[src/sv/fenced_slot_ring_allocator_defines.svh]
// Assertion helpers included by the allocator top-level source.
`ifndef FENCED_SLOT_RING_ALLOCATOR_DEFINES_SVH
`define FENCED_SLOT_RING_ALLOCATOR_DEFINES_SVH

// Same-cycle implication, sampled on the rising clock edge, off while in reset.
`define FSRA_ASSERT_IMP(label, clk, rst_n, ante, cons, msg) \
  label: assert property (@(posedge clk) disable iff (!rst_n) (ante) |-> (cons)) \
    else $error(msg);

// Next-cycle implication, sampled on the rising clock edge, off while in reset.
`define FSRA_ASSERT_NXT(label, clk, rst_n, ante, cons, msg) \
  label: assert property (@(posedge clk) disable iff (!rst_n) (ante) |=> (cons)) \
    else $error(msg);

`endif

[src/sv/fsra_pkg.sv]
package fsra_pkg;

  localparam int unsigned ACTION_W  = 2;
  localparam int unsigned STATUS_W  = 2;
  localparam int unsigned BYTES_W   = 32;
  localparam int unsigned FENCE_W   = 64;
  localparam int unsigned OFFSET_W  = 64;
  localparam int unsigned SLOT_W    = 4;
  localparam int unsigned COUNT_W   = 32;
  localparam int unsigned SIU_W     = 5;
  localparam int unsigned CFG_IDX_W = 1;
  localparam int unsigned CFG_DAT_W = 32;

  localparam logic [SIU_W-1:0]   SIU_RESET = 5'd16;
  localparam logic [BYTES_W-1:0] BPS_RESET = 32'd65536;

  typedef enum logic [ACTION_W-1:0] {
    ACT_ACQUIRE = 2'd0,
    ACT_SUBMIT  = 2'd1,
    ACT_CANCEL  = 2'd2
  } action_t;

  typedef enum logic [STATUS_W-1:0] {
    ST_OK      = 2'd0,
    ST_INVALID = 2'd1,
    ST_BUSY    = 2'd2
  } status_t;

  typedef enum logic [1:0] {
    PH_FREE      = 2'd0,
    PH_ACQUIRED  = 2'd1,
    PH_SUBMITTED = 2'd2
  } phase_t;

  typedef enum logic [CFG_IDX_W-1:0] {
    CFG_SLOTS_IN_USE   = 1'b0,
    CFG_BYTES_PER_SLOT = 1'b1
  } cfg_idx_t;

  // Phase update travelling from the decision logic to the phase table.
  typedef struct packed {
    logic   en;
    phase_t phase;
  } phase_wr_t;

endpackage

[src/sv/fsra_ram.sv]
module fsra_ram #(
  parameter int unsigned WIDTH = 64,
  parameter int unsigned DEPTH = 16
) (
  input  logic                     clk,
  input  logic                     we,
  input  logic [$clog2(DEPTH)-1:0] waddr,
  input  logic [WIDTH-1:0]         wdata,
  input  logic                     re,
  input  logic [$clog2(DEPTH)-1:0] raddr,
  output logic [WIDTH-1:0]         rdata
);

  logic [WIDTH-1:0] mem [DEPTH];
  logic [WIDTH-1:0] rdata_r;

  always_ff @(posedge clk) begin
    if (we) begin
      mem[waddr] <= wdata;
    end
    if (re) begin
      rdata_r <= mem[raddr];
    end
  end

  assign rdata = rdata_r;

endmodule

[src/sv/fsra_phase_table.sv]
module fsra_phase_table #(
  parameter int unsigned DEPTH = 16
) (
  input  logic                     clk,
  input  logic                     rst_n,
  input  logic [$clog2(DEPTH)-1:0] addr,
  input  fsra_pkg::phase_wr_t      wr,
  output fsra_pkg::phase_t         rd_phase
);

  import fsra_pkg::*;

  phase_t phase_r [DEPTH];

  // One slot is read and possibly updated per item, always at the same address.
  always_ff @(posedge clk) begin
    if (!rst_n) begin
      for (int i = 0; i < int'(DEPTH); i++) begin
        phase_r[i] <= PH_FREE;
      end
    end else if (wr.en) begin
      phase_r[addr] <= wr.phase;
    end
  end

  assign rd_phase = phase_r[addr];

endmodule

[src/sv/fenced_slot_ring_allocator.sv]
// Slot allocator for a ring of equal-size buffer slots whose reuse is gated by
// a retire fence.
// Input channel: a command (acquire, submit or cancel) with its arguments is
// transferred at a rising edge where start is high and busy is low. busy is
// only high in the first cycle after reset; afterwards a command can be
// transferred in every cycle, so throughput is one command per clock.
// Result channel: every command yields exactly one result, shown on the out_
// ports while out_valid is high for a single cycle. A command passes the
// stage-one registers and then the result register; results leave in command
// order. The receiver cannot stall the block, so nothing is held back there.
// Configuration: cfg_we writes slots_in_use (index 0) or bytes_per_slot
// (index 1) from cfg_wdata at that edge. Write only while no command is in
// flight; changes keep all slot state.
// Reset (synchronous, active low) frees every slot, zeroes the ring pointer
// and the usage counters, and restores 16 slots of 64 KiB.
// The slot fences live in a small RAM that is read at transfer time, so the
// fence compare happens in the next cycle together with the phase lookup.
`include "fenced_slot_ring_allocator_defines.svh"

module fenced_slot_ring_allocator #(
  parameter int unsigned MAX_SLOTS = 16
) (
  input  logic                            clk,
  input  logic                            rst_n,
  input  logic                            start,
  output logic                            busy,
  input  logic [fsra_pkg::ACTION_W-1:0]   in_action,
  input  logic [fsra_pkg::BYTES_W-1:0]    in_request_bytes,
  input  logic [fsra_pkg::FENCE_W-1:0]    in_completed_fence,
  input  logic [fsra_pkg::SLOT_W-1:0]     in_target_slot,
  input  logic [fsra_pkg::FENCE_W-1:0]    in_retire_fence,
  output logic                            out_valid,
  output logic [fsra_pkg::STATUS_W-1:0]   out_status,
  output logic [fsra_pkg::OFFSET_W-1:0]   out_slice_offset,
  output logic [fsra_pkg::BYTES_W-1:0]    out_slice_bytes,
  output logic [fsra_pkg::SLOT_W-1:0]     out_granted_slot,
  output logic [fsra_pkg::COUNT_W-1:0]    out_acquire_count,
  output logic [fsra_pkg::COUNT_W-1:0]    out_reuse_count,
  output logic [fsra_pkg::COUNT_W-1:0]    out_busy_count,
  input  logic                            cfg_we,
  input  logic [fsra_pkg::CFG_IDX_W-1:0]  cfg_index,
  input  logic [fsra_pkg::CFG_DAT_W-1:0]  cfg_wdata
);

  import fsra_pkg::*;

  localparam int unsigned IW = $clog2(MAX_SLOTS);
  // Compare width: holds the 5-bit register, MAX_SLOTS and a pointer plus one.
  localparam int unsigned LW = IW + SIU_W;
  localparam int unsigned PW = IW + BYTES_W;

  localparam logic [LW-1:0] MAX_L = LW'(MAX_SLOTS);
  localparam logic [LW-1:0] ONE_L = LW'(1);

  // Configuration registers.
  logic [SIU_W-1:0]   siu_r;
  logic [BYTES_W-1:0] bps_r;

  // Ring state and usage counters.
  logic [IW-1:0]      next_idx_r, next_idx_nxt;
  logic [COUNT_W-1:0] acq_total_r, acq_total_nxt;
  logic [COUNT_W-1:0] reuse_total_r, reuse_total_nxt;
  logic [COUNT_W-1:0] busy_total_r, busy_total_nxt;

  // Stage one: the command under decision.
  logic               s1_valid_r;
  logic [ACTION_W-1:0] s1_action_r;
  logic [BYTES_W-1:0] s1_req_r;
  logic [FENCE_W-1:0] s1_done_r;
  logic [FENCE_W-1:0] s1_fence_r;
  logic [IW-1:0]      s1_addr_r;
  logic               s1_tgt_ok_r;

  // Fence written in the same cycle the next command read the RAM.
  logic               byp_hit_r;
  logic [FENCE_W-1:0] byp_fence_r;

  // Result register.
  logic                out_valid_r;
  logic [STATUS_W-1:0] out_status_r;
  logic [OFFSET_W-1:0] out_offset_r;
  logic [BYTES_W-1:0]  out_bytes_r;
  logic [SLOT_W-1:0]   out_slot_r;
  logic [COUNT_W-1:0]  out_acq_r;
  logic [COUNT_W-1:0]  out_reuse_r;
  logic [COUNT_W-1:0]  out_busy_r;

  logic busy_r;

  logic               accept;
  logic [LW-1:0]      siu_l;
  logic [LW-1:0]      count;
  logic [LW-1:0]      nidx_l;
  logic [LW-1:0]      tgt_l;
  logic               tgt_ok;
  logic [IW-1:0]      addr_sel;
  logic [IW+SLOT_W-1:0] tgt_wide;

  logic               is_acq;
  logic               is_mod;
  logic               size_ok;
  logic               grantable;
  logic               grant;
  logic               refuse;
  logic               mod_ok;
  phase_t             rd_phase;
  phase_wr_t          phase_wr;
  logic [FENCE_W-1:0] ram_fence;
  logic [FENCE_W-1:0] slot_fence;
  logic               fence_we;
  logic [LW-1:0]      addr_l;
  logic [LW-1:0]      addr_inc;
  logic [PW-1:0]      offset_prod;
  logic [IW+SLOT_W-1:0] addr_wide;
  status_t            status;

  assign accept = start && !busy_r;

  // Slot count clamped into 1..MAX_SLOTS.
  assign siu_l = LW'(siu_r);
  always_comb begin
    if (siu_r == '0) begin
      count = ONE_L;
    end else if (siu_l > MAX_L) begin
      count = MAX_L;
    end else begin
      count = siu_l;
    end
  end

  // Slot address of the incoming command. An acquire uses the pointer as the
  // command ahead of it leaves it; a pointer past a lowered count means slot 0.
  assign nidx_l   = LW'(next_idx_nxt);
  assign tgt_l    = LW'(in_target_slot);
  assign tgt_ok   = tgt_l < count;
  assign tgt_wide = {{IW{1'b0}}, in_target_slot};

  always_comb begin
    if (in_action == ACT_ACQUIRE) begin
      addr_sel = (nidx_l >= count) ? '0 : next_idx_nxt;
    end else begin
      addr_sel = tgt_ok ? tgt_wide[IW-1:0] : '0;
    end
  end

  // Decision for the command in stage one.
  assign is_acq  = s1_valid_r && (s1_action_r == ACT_ACQUIRE);
  assign is_mod  = s1_valid_r &&
                   ((s1_action_r == ACT_SUBMIT) || (s1_action_r == ACT_CANCEL));
  assign size_ok = (s1_req_r != '0) && (s1_req_r <= bps_r);

  assign slot_fence = byp_hit_r ? byp_fence_r : ram_fence;

  always_comb begin
    case (rd_phase)
      PH_FREE:      grantable = 1'b1;
      PH_SUBMITTED: grantable = slot_fence <= s1_done_r;
      default:      grantable = 1'b0;
    endcase
  end

  assign grant    = is_acq && size_ok && grantable;
  assign refuse   = is_acq && size_ok && !grantable;
  assign mod_ok   = is_mod && s1_tgt_ok_r && (rd_phase == PH_ACQUIRED);
  assign fence_we = mod_ok && (s1_action_r == ACT_SUBMIT);

  always_comb begin
    phase_wr.en = grant || mod_ok;
    if (grant) begin
      phase_wr.phase = PH_ACQUIRED;
    end else if (s1_action_r == ACT_SUBMIT) begin
      phase_wr.phase = PH_SUBMITTED;
    end else begin
      phase_wr.phase = PH_FREE;
    end
  end

  // Pointer advance with wrap at the slot count.
  assign addr_l   = LW'(s1_addr_r);
  assign addr_inc = addr_l + ONE_L;
  always_comb begin
    next_idx_nxt = next_idx_r;
    if (grant) begin
      next_idx_nxt = (addr_inc >= count) ? '0 : addr_inc[IW-1:0];
    end
  end

  assign acq_total_nxt   = acq_total_r + COUNT_W'(grant);
  assign reuse_total_nxt = reuse_total_r + COUNT_W'(grant && (rd_phase == PH_SUBMITTED));
  assign busy_total_nxt  = busy_total_r + COUNT_W'(refuse);

  always_comb begin
    status = ST_INVALID;
    unique case (s1_action_r)
      ACT_ACQUIRE: begin
        if (size_ok) begin
          status = grant ? ST_OK : ST_BUSY;
        end
      end
      ACT_SUBMIT, ACT_CANCEL: begin
        if (mod_ok) begin
          status = ST_OK;
        end
      end
      default: status = ST_INVALID;
    endcase
  end

  assign offset_prod = PW'(s1_addr_r) * PW'(bps_r);
  assign addr_wide   = {{SLOT_W{1'b0}}, s1_addr_r};

  fsra_phase_table #(
    .DEPTH (MAX_SLOTS)
  ) u_phase (
    .clk      (clk),
    .rst_n    (rst_n),
    .addr     (s1_addr_r),
    .wr       (phase_wr),
    .rd_phase (rd_phase)
  );

  // Fences need no clearing: a fence is only looked at for a submitted slot,
  // and submit always writes it.
  fsra_ram #(
    .WIDTH (FENCE_W),
    .DEPTH (MAX_SLOTS)
  ) u_fence (
    .clk   (clk),
    .we    (fence_we),
    .waddr (s1_addr_r),
    .wdata (s1_fence_r),
    .re    (accept),
    .raddr (addr_sel),
    .rdata (ram_fence)
  );

  // Configuration and control state.
  always_ff @(posedge clk) begin
    if (!rst_n) begin
      siu_r         <= SIU_RESET;
      bps_r         <= BPS_RESET;
      next_idx_r    <= '0;
      acq_total_r   <= '0;
      reuse_total_r <= '0;
      busy_total_r  <= '0;
      s1_valid_r    <= 1'b0;
      byp_hit_r     <= 1'b0;
      out_valid_r   <= 1'b0;
      busy_r        <= 1'b1;
    end else begin
      if (cfg_we) begin
        unique case (cfg_idx_t'(cfg_index))
          CFG_SLOTS_IN_USE:   siu_r <= cfg_wdata[SIU_W-1:0];
          CFG_BYTES_PER_SLOT: bps_r <= cfg_wdata[BYTES_W-1:0];
          default:            ;
        endcase
      end
      next_idx_r    <= next_idx_nxt;
      acq_total_r   <= acq_total_nxt;
      reuse_total_r <= reuse_total_nxt;
      busy_total_r  <= busy_total_nxt;
      s1_valid_r    <= accept;
      byp_hit_r     <= accept && fence_we && (addr_sel == s1_addr_r);
      out_valid_r   <= s1_valid_r;
      busy_r        <= 1'b0;
    end
  end

  // Payload registers.
  always_ff @(posedge clk) begin
    if (accept) begin
      s1_action_r <= in_action;
      s1_req_r    <= in_request_bytes;
      s1_done_r   <= in_completed_fence;
      s1_fence_r  <= in_retire_fence;
      s1_addr_r   <= addr_sel;
      s1_tgt_ok_r <= tgt_ok;
    end
    byp_fence_r <= s1_fence_r;
    if (s1_valid_r) begin
      out_status_r <= status;
      out_offset_r <= grant ? OFFSET_W'(offset_prod) : '0;
      out_bytes_r  <= grant ? s1_req_r : '0;
      out_slot_r   <= grant ? addr_wide[SLOT_W-1:0] : '0;
      out_acq_r    <= acq_total_nxt;
      out_reuse_r  <= reuse_total_nxt;
      out_busy_r   <= busy_total_nxt;
    end
  end

  assign busy              = busy_r;
  assign out_valid         = out_valid_r;
  assign out_status        = out_status_r;
  assign out_slice_offset  = out_offset_r;
  assign out_slice_bytes   = out_bytes_r;
  assign out_granted_slot  = out_slot_r;
  assign out_acquire_count = out_acq_r;
  assign out_reuse_count   = out_reuse_r;
  assign out_busy_count    = out_busy_r;

  `FSRA_ASSERT_NXT(a_result_follows_command, clk, rst_n, s1_valid_r, out_valid_r,
                   "decided command produced no result strobe")

  `FSRA_ASSERT_IMP(a_grant_on_open_slot, clk, rst_n, grant,
                   (rd_phase != PH_ACQUIRED) && (addr_l < count),
                   "acquire granted an occupied or out-of-range slot")

  `FSRA_ASSERT_NXT(a_busy_count_held, clk, rst_n, !refuse,
                   busy_total_r == $past(busy_total_r),
                   "busy counter moved without a refused acquire")

  `FSRA_ASSERT_IMP(a_fence_only_on_submit, clk, rst_n, fence_we,
                   phase_wr.en && (phase_wr.phase == PH_SUBMITTED),
                   "fence written without a submit phase update")

endmodule

[config.mk]
export PLATFORM = sky130hd
export DESIGN_NAME = fenced_slot_ring_allocator
export DESIGN_NICKNAME = d
export VERILOG_FILES = /design/src/sv/fsra_pkg.sv /design/src/sv/fsra_ram.sv /design/src/sv/fsra_phase_table.sv /design/src/sv/fenced_slot_ring_allocator.sv
export VERILOG_INCLUDE_DIRS = /design/src /design/src/sv
export SDC_FILE = /design/constraint.sdc
export NUM_CORES = 2
export LEC_CHECK = 0
export BUFFER_PORTS_ARGS = -buffer_cell sky130_fd_sc_hd__buf_2
export CAP_MARGIN = 20
export CORE_UTILIZATION = 50
export CTS_BUF_LIST = sky130_fd_sc_hd__clkbuf_16
export DETAILED_ROUTE_END_ITERATION = 6
export PLACE_DENSITY = 0.67
export SYNTH_ARGS = -nofsm -noshare
export SYNTH_HDL_FRONTEND = slang
export SYNTH_SLANG_ARGS = --single-unit
[constraint.sdc]
create_clock -name clk -period 15.4 [get_ports clk]
set_clock_uncertainty 0.15 [all_clocks]
set_input_delay 3.85 -clock clk [delete_from_list [all_inputs] [get_ports clk]]
set_output_delay 3.85 -clock clk [all_outputs]
set_load 0.02 [all_outputs]
* Word-level counts from Yosys, hierarchy flattened
Memories as Yosys holds them, arrays and structs flattened. A register that Yosys moved wholly into a read port is not among the register bits.
Cells that the tools add are included.
** Storage, ports and cells
- Flip-flop bits (word level) :: 570
- Memory bits (writable) :: 1056
- Input port bits :: 203
- Output and inout port bits :: 200
- Memories kept :: 2
** Memory list
- u_fence.mem :: depth 16, bits a word 64, rd ports 1, clocked after Yosys merged registers in 1, wr ports 1, RTL line fsra_ram.sv:14 : logic [WIDTH-1:0] mem [DEPTH];
- u_phase.phase_r :: depth 16, bits a word 2, rd ports 1, clocked after Yosys merged registers in 1, wr ports 16, RTL line fsra_phase_table.sv:13 : phase_t phase_r [DEPTH];
** Cells by class
- $add $sub $neg :: 4
- $mul :: 1
- $lt $le $gt $ge :: 6
- Eq/ne operators :: 5
- Muxes and demuxes :: 25
- Bitwise operators :: 1
- Reductions and logical operators :: 26
** Operators with widths (count)
- $add A32 B1 Y32 :: 3
- $le A64 B64 Y1 :: 1
- $mux W64 :: 1
- $mul A4 B32 Y36 :: 1
- $le A32 B32 Y1 :: 1
- $reduce_bool A32 Y1 :: 1
- $mux W4 :: 7
- $logic_and A1 B1 Y1 :: 13
- $mux W2 :: 5
- $mux W5 :: 2
- $ge A4 B9 Y1 :: 1
- $ge A5 B9 Y1 :: 1
- $lt A4 B9 Y1 :: 1
- $mux W1 :: 8
- $logic_not A2 Y1 :: 3
- $add A4 B1 Y5 const B :: 1
- $gt A5 B5 Y1 const B :: 1
- $logic_not A5 Y1 :: 1
- $eq A2 B1 Y1 const B :: 2
- $eq A2 B2 Y1 const B :: 2
- $eq A4 B4 Y1 :: 1
- $pmux W2 S2 :: 1
- $reduce_and A2 Y1 :: 2
- $reduce_or A2 Y1 :: 2
- 4 further kinds :: 6

* Longest topological paths before layout
- Depth after elaboration :: 11
- Mapped depth :: 32
- Depth with buffers taken out :: 24

* Cells and area by module
Synthesis repeated with hierarchy kept, for this count alone.
** Second synthesis, totals
- Cell total of the unflattened synthesis :: 3926
- Area total of the unflattened synthesis :: 67124.4 µm²
** Modules (own cells, without submodules)
- fsra_ram :: instances 1, cells an instance 1647, area each 40222.3 µm²
- fenced_slot_ring_allocator :: instances 1, cells an instance 2148, area each 25205.4 µm²
- fsra_phase_table :: instances 1, cells an instance 131, area each 1696.6 µm²

* Least setup slack after synthesis
Ideal clock, no wire load.
- Kind :: input port to flip-flop
- Start point :: input port start
- End point :: register s1_action_r[0] (enable)
- Setup time :: 0.581 ns
- Arrival time :: 8.524 ns
- Data required time :: 14.669 ns
- Setup slack :: 6.145 ns
- Cell stages on the path :: 3
- Buffers on the path :: 1
- Path through :: nand2b_1 -> clkbuf_1 -> inv_1
** On the way
- Cells in the longest elaborated chain, start to end :: 1
** Ends and longest elaborated chain
- start, declared :: RTL line fenced_slot_ring_allocator.sv:25 : input logic start,
- $logic_and A1 B1 Y1 :: RTL line fenced_slot_ring_allocator.sv:117 : assign accept = start && !busy_r;
- named net accept :: RTL line fenced_slot_ring_allocator.sv:90 : logic accept;
- end signal, assigned :: RTL line fenced_slot_ring_allocator.sv:272 : s1_action_r <= in_action;
- end, declared :: RTL line fenced_slot_ring_allocator.sv:67 : logic [ACTION_W-1:0] s1_action_r;
The timed path passes the listed nets, and every way through them passes these cells.
A chain may end at the register's enable or synchronous reset.

* Worst setup path in the final report
- Start point :: register byp_hit_r
- End point :: register u_fence.rdata_r[24], in the netlist u_fence.rdata[24] (read register of u_fence.mem) (data pin)
** On the way
- Cells in the longest elaborated chain, start to end :: 8
** Ends and longest elaborated chain
- start, declared :: RTL line fenced_slot_ring_allocator.sv:75 : logic byp_hit_r;
- start signal, assigned :: RTL line fenced_slot_ring_allocator.sv:263 : byp_hit_r <= accept && fence_we && (addr_sel == s1_addr_r);
- $mux W64 * :: RTL line fenced_slot_ring_allocator.sv:152 : assign slot_fence = byp_hit_r ? byp_fence_r : ram_fence;
- $le A64 B64 Y1 * :: RTL line fenced_slot_ring_allocator.sv:157 : PH_SUBMITTED: grantable = slot_fence <= s1_done_r;
- $pmux W1 S2 * :: RTL line fenced_slot_ring_allocator.sv:155 : case (rd_phase)
- $logic_and A1 B1 Y1 * :: RTL line fenced_slot_ring_allocator.sv:162 : assign grant = is_acq && size_ok && grantable;
- $mux W4 * :: RTL line fenced_slot_ring_allocator.sv:183 : if (grant) begin
- $ge A4 B9 Y1 :: RTL line fenced_slot_ring_allocator.sv:140 : addr_sel = (nidx_l >= count) ? '0 : next_idx_nxt;
- $mux W4 * :: RTL line fenced_slot_ring_allocator.sv:140
- $mux W4 * :: RTL line fenced_slot_ring_allocator.sv:139 : if (in_action == ACT_ACQUIRE) begin
- end, declared :: RTL line fsra_ram.sv:15 : logic [WIDTH-1:0] rdata_r;
Mark *: on every way between the ends. The rest lies on a longest branch, timed or not.

==> impl_metrics.sql <==
INSERT INTO impl_metrics (metric_group, metric, value, unit) VALUES
('clocking', 'tritoncts', 'done', ''),
('global_route', 'grt_start_max_net_pins', '278', ''),
('layout', 'num-nets-final', '5415', ''),
('setup_path', 'crit_start', 'byp_hit_r', ''),
('global_route', 'grtUsageMet2', '39.88', '%'),
('global_route', 'global_route.overflow_total', '0', ''),
('detailed_routing', 'ant_nets', '0', ''),
('synthesis', 'synth.yosys.seq_area_share', '69.06', '%'),
('synthesis', 'synthTopCellsByArea', 'edfxtp_1 (63%), dfxtp_1 (6.0%), and3_1 (3.2%)', ''),
('timing', 'relSlewSlack', '22.50', '%'),
('timing', 'worst_slew_pin_slew', '1.162', 'ns'),
('clocking', 'cts_made_buffers', '171', ''),
('clocking', 'post_cts_buffers', '0', ''),
('synthesis', 'mean_syn_cell_area', '14.92', 'sq um'),
('clocking', 'clock-sinks', '1666', ''),
('timing', 'drv_slew', '0', ''),
('placement', 'io_buffers', '374', ''),
('global_route', 'gr-usage-met1', '34.11', '%'),
('setup_path', 'cpMostUsedCell', 'buf_4', ''),
('synthesis', 'syn-cell-area', '69420', 'sq um'),
('timing', 'final.setup.tns', '0', 'ns'),
('timing', 'timing.fmax', '92.32', 'MHz'),
('layout', 'fin_util', '56.89', '%'),
('job', 'drv_cap', '0', ''),
('synthesis', 'netlist-cell-type-count', '74', ''),
('global_route', 'use_met3', '4.820', '%'),
('timing', 'finalCritPeriodShare', '70.34', '%'),
('clocking', 'cts_resized', '0', ''),
('detailed_routing', 'initialDrtViolationCount', '4214', ''),
('setup_path', 'reg2reg_depth', '25', ''),
('layout', 'drive_gt1_share', '18.47', '%'),
('synthesis', 'ys_seq_elements', '1666', ''),
('setup_path', 'critical_path.endpoint_type', 'flip-flop', ''),
('setup_path', 'crit_end', 'u_fence.rdata[24]', ''),
('detailed_routing', 'via_count', '41290', ''),
('placement', 'sum_of_net_half_perimeters_after_detailed_placement', '99030', 'microns'),
('global_route', 'grt_pass1_wl', '259700', 'microns'),
('die', 'coreArea', '137700', 'sq um'),
('die', 'placement_rows', '136', ''),
('global_route', 'grt_antenna_before_repair', '16', ''),
('timing', 'final_period_minus_worst_setup_slack', '10.83', 'ns'),
('setup_path', 'setup.worst_path.start_class', 'flip-flop', ''),
('setup_path', 'critical_path.n_buffers_inverters', '4', ''),
('clocking', 'cts.clk_slew.worst_paths', '0.06', 'ns'),
('synthesis', 'synth.most_common_cell', 'edfxtp_1', ''),
('setup_path', 'reg_to_reg_start', 'byp_hit_r', ''),
('clocking', 'worst_skew_pair.late_latency', '0.81', 'ns'),
('setup_path', 'critical_path.slowest_cell', 'buf_4', ''),
('detailed_routing', 'avgViaCountPerCell', '5.952', ''),
('detailed_routing', 'first_pass_iters', '5', ''),
('clocking', 'clockBufferDepth', '3', ''),
('pwr', 'cellLeakagePower', '28.83', 'nW'),
('layout', 'areaGrowthSynthToFinish', '12.82', '%'),
('synthesis', 'syn-instance-count', '4654', ''),
('setup_path', 'top_family_by_delay_on_critical_path', 'compound AO/OA/AOI/OAI gates', ''),
('clocking', 'ctsHoldBuffers', '0', ''),
('setup_path', 'critical-path-max-stage-delay', '0.80', 'ns'),
('setup_path', 'crit_arrival', '11.28', 'ns'),
('outcome', 'run_status', 'complete, no violations', ''),
('pwr', 'p_per_area', '122.4', 'nW/um^2'),
('synthesis', 'number_of_enable_flip_flop_cells_after_synthesis', '1457', ''),
('clocking', 'cts_max_level', '4', ''),
('setup_path', 'destination_of_the_worst_register_to_register_timing_path', 'u_fence.rdata[24]', ''),
('pwr', 'vdd_ir_drop_max', '0.00009977', 'V'),
('die', 'initial_standard_cell_utilization_of_the_core', '50.42', '%'),
('global_route', 'via_count_of_the_first_global_routing_pass', '40750', ''),
('synthesis', 'synth_area_leader_cell', 'edfxtp_1', ''),
('setup_path', 'critical_path.max_fanout', '277', ''),
('setup_path', 'setup.reg_to_reg.worst_slack', '4.57', 'ns'),
('synthesis', 'synthDominantCellAreaShare', '63.03', '%'),
('global_route', 'grt-busiest-layer', 'met2', '');
[worst register-to-register path, cell delays in order (launching register included)]
cell and delay [ns]:
dfxtp_4 0.64, buf_4 0.74, mux2_2 0.55, ha_1 0.30
nand4_1 0.23, nor4_1 0.79, nand4_1 0.27, o21ai_0 0.34
o221a_2 0.24, buf_4 0.36, nand2_2 0.33, o31a_1 0.38
ha_1 0.28, nand2b_1 0.14, a21o_1 0.18, a21o_1 0.17
a21oi_1 0.14, o21a_1 0.31, nand2_1 0.14, o41a_2 0.68
and2_4 0.45, inv_16 0.79, buf_4 0.97, a2111oi_0 0.31
o41a_1 0.49, a2111oi_2 0.27
[cell families (layout without fill, tap and decap cells)]
logic type	Yosys count	after routing	synth area share [%]
DFF	1666	1666	69.06
AOI/OAI and AO/OA	675	675	8.072
xor gates and xnor gates	120	120	1.514
adders and majority gates	221	221	4.632
and+or+nand+nor	1188	1188	8.767
muxes	301	301	4.825
buffers and inverters	482	938	3.127
other	1	34	0.005402
[state kept, by name, indices dropped and copies added (netlist names), 5 cells and up, named ones only]
signal and flops:
byp_fence_r 64, out_slice_offset 36, out_reuse_count 32, u_phase.phase_r 32, acq_total_r 32, s1_done_r 64, bps_r 32, out_slice_bytes 32
u_fence.rdata 64, s1_fence_r 64, busy_total_r 32, siu_r 5, s1_req_r 32, out_acquire_count 32, reuse_total_r 32, out_busy_count 32
u_fence.mem 1024
[stage by stage]
step | instances | power, W | hold WS, ns | setup slack [ns] | instance area (sq um)
after floorplan | 4681 | 0.005487 | 0.3080 | 6.145 | 69520
after CTS | 6928 | 0.009638 | 0.3511 | 4.604 | 78240
final | 6937 | 0.009582 | 0.3452 | 4.568 | 78310
after global placement | 6609 | 0.005663 | 0.3329 | 4.851 | 72830
after detailed placement | 6609 | 0.005677 | 0.3414 | 4.632 | 72830
after global routing | 6931 | 0.009854 | 0.3999 | 4.153 | 78300
[layout by cell type (no fill, tap or decap), drive strengths merged, types with 11 or more instances in the layout]
cell type / Yosys / routed
xnor2: 82 / 82
and2: 117 / 117
nor2: 159 / 159
xor2: 38 / 38
edfxtp: 1457 / 1457
nor3: 18 / 18
o211ai: 11 / 11
o22ai: 84 / 84
nor4: 13 / 13
inv: 180 / 238
a21oi: 103 / 103
ha: 161 / 161
dfxtp: 209 / 209
mux2: 179 / 179
a21o: 30 / 30
conb: 1 / 28
o21ai: 49 / 49
nand4: 46 / 46
nand3: 48 / 48
clkinv: 3 / 74
buf: 114 / 435
and3: 353 / 353
nor2b: 11 / 11
mux2i: 113 / 113
nand2b: 11 / 11
a2111oi: 290 / 290
o41a: 59 / 59
bufinv: 0 / 11
fa: 60 / 60
clkbuf: 185 / 175
nand2: 378 / 378
[final cells by class]
cell class	count	area share (%)
Tap cell	1794	2.866
Clock buffer	174	5.560
Sequential cell	1666	61.22
Multi-Input combinational cell	2533	25.00
Timing Repair Buffer	436	3.071
Inverter	183	0.9171
Clock inverter	145	1.345
Antenna cell	6	0.01917
[routing by layer]
layer / part of all wire [%] / up-vias / wire length [microns]
met4: 2.7 / 12 / 4718
met5: 0.040 / - / 70
li1: - / 18500 / -
met2: 47 / 1905 / 83200
met3: 8.7 / 291 / 15390
met1: 41 / 20590 / 73220
[report_power, final]
group	switching (W)	internal (W)	total, W
registers	0.0000628	0.00496	0.00502
clock network	0.00175	0.00225	0.00400
logic	0.000362	0.000204	0.000566
[worst min-delay path by stage]
stage	from	endpoint	slack (ns)	cells past startpoint
4_1_cts	bps_r[30]	bps_r[30]	0.35	2
3_5_place_dp	bps_r[30]	bps_r[30]	0.34	2
5_1_grt	bps_r[5]	bps_r[5]	0.40	2
2_1_floorplan	bps_r[30]	bps_r[30]	0.31	2
6_report	bps_r[30]	bps_r[30]	0.35	2
3_3_place_gp	bps_r[30]	bps_r[30]	0.33	2
(Power assumes the default switching activity.)
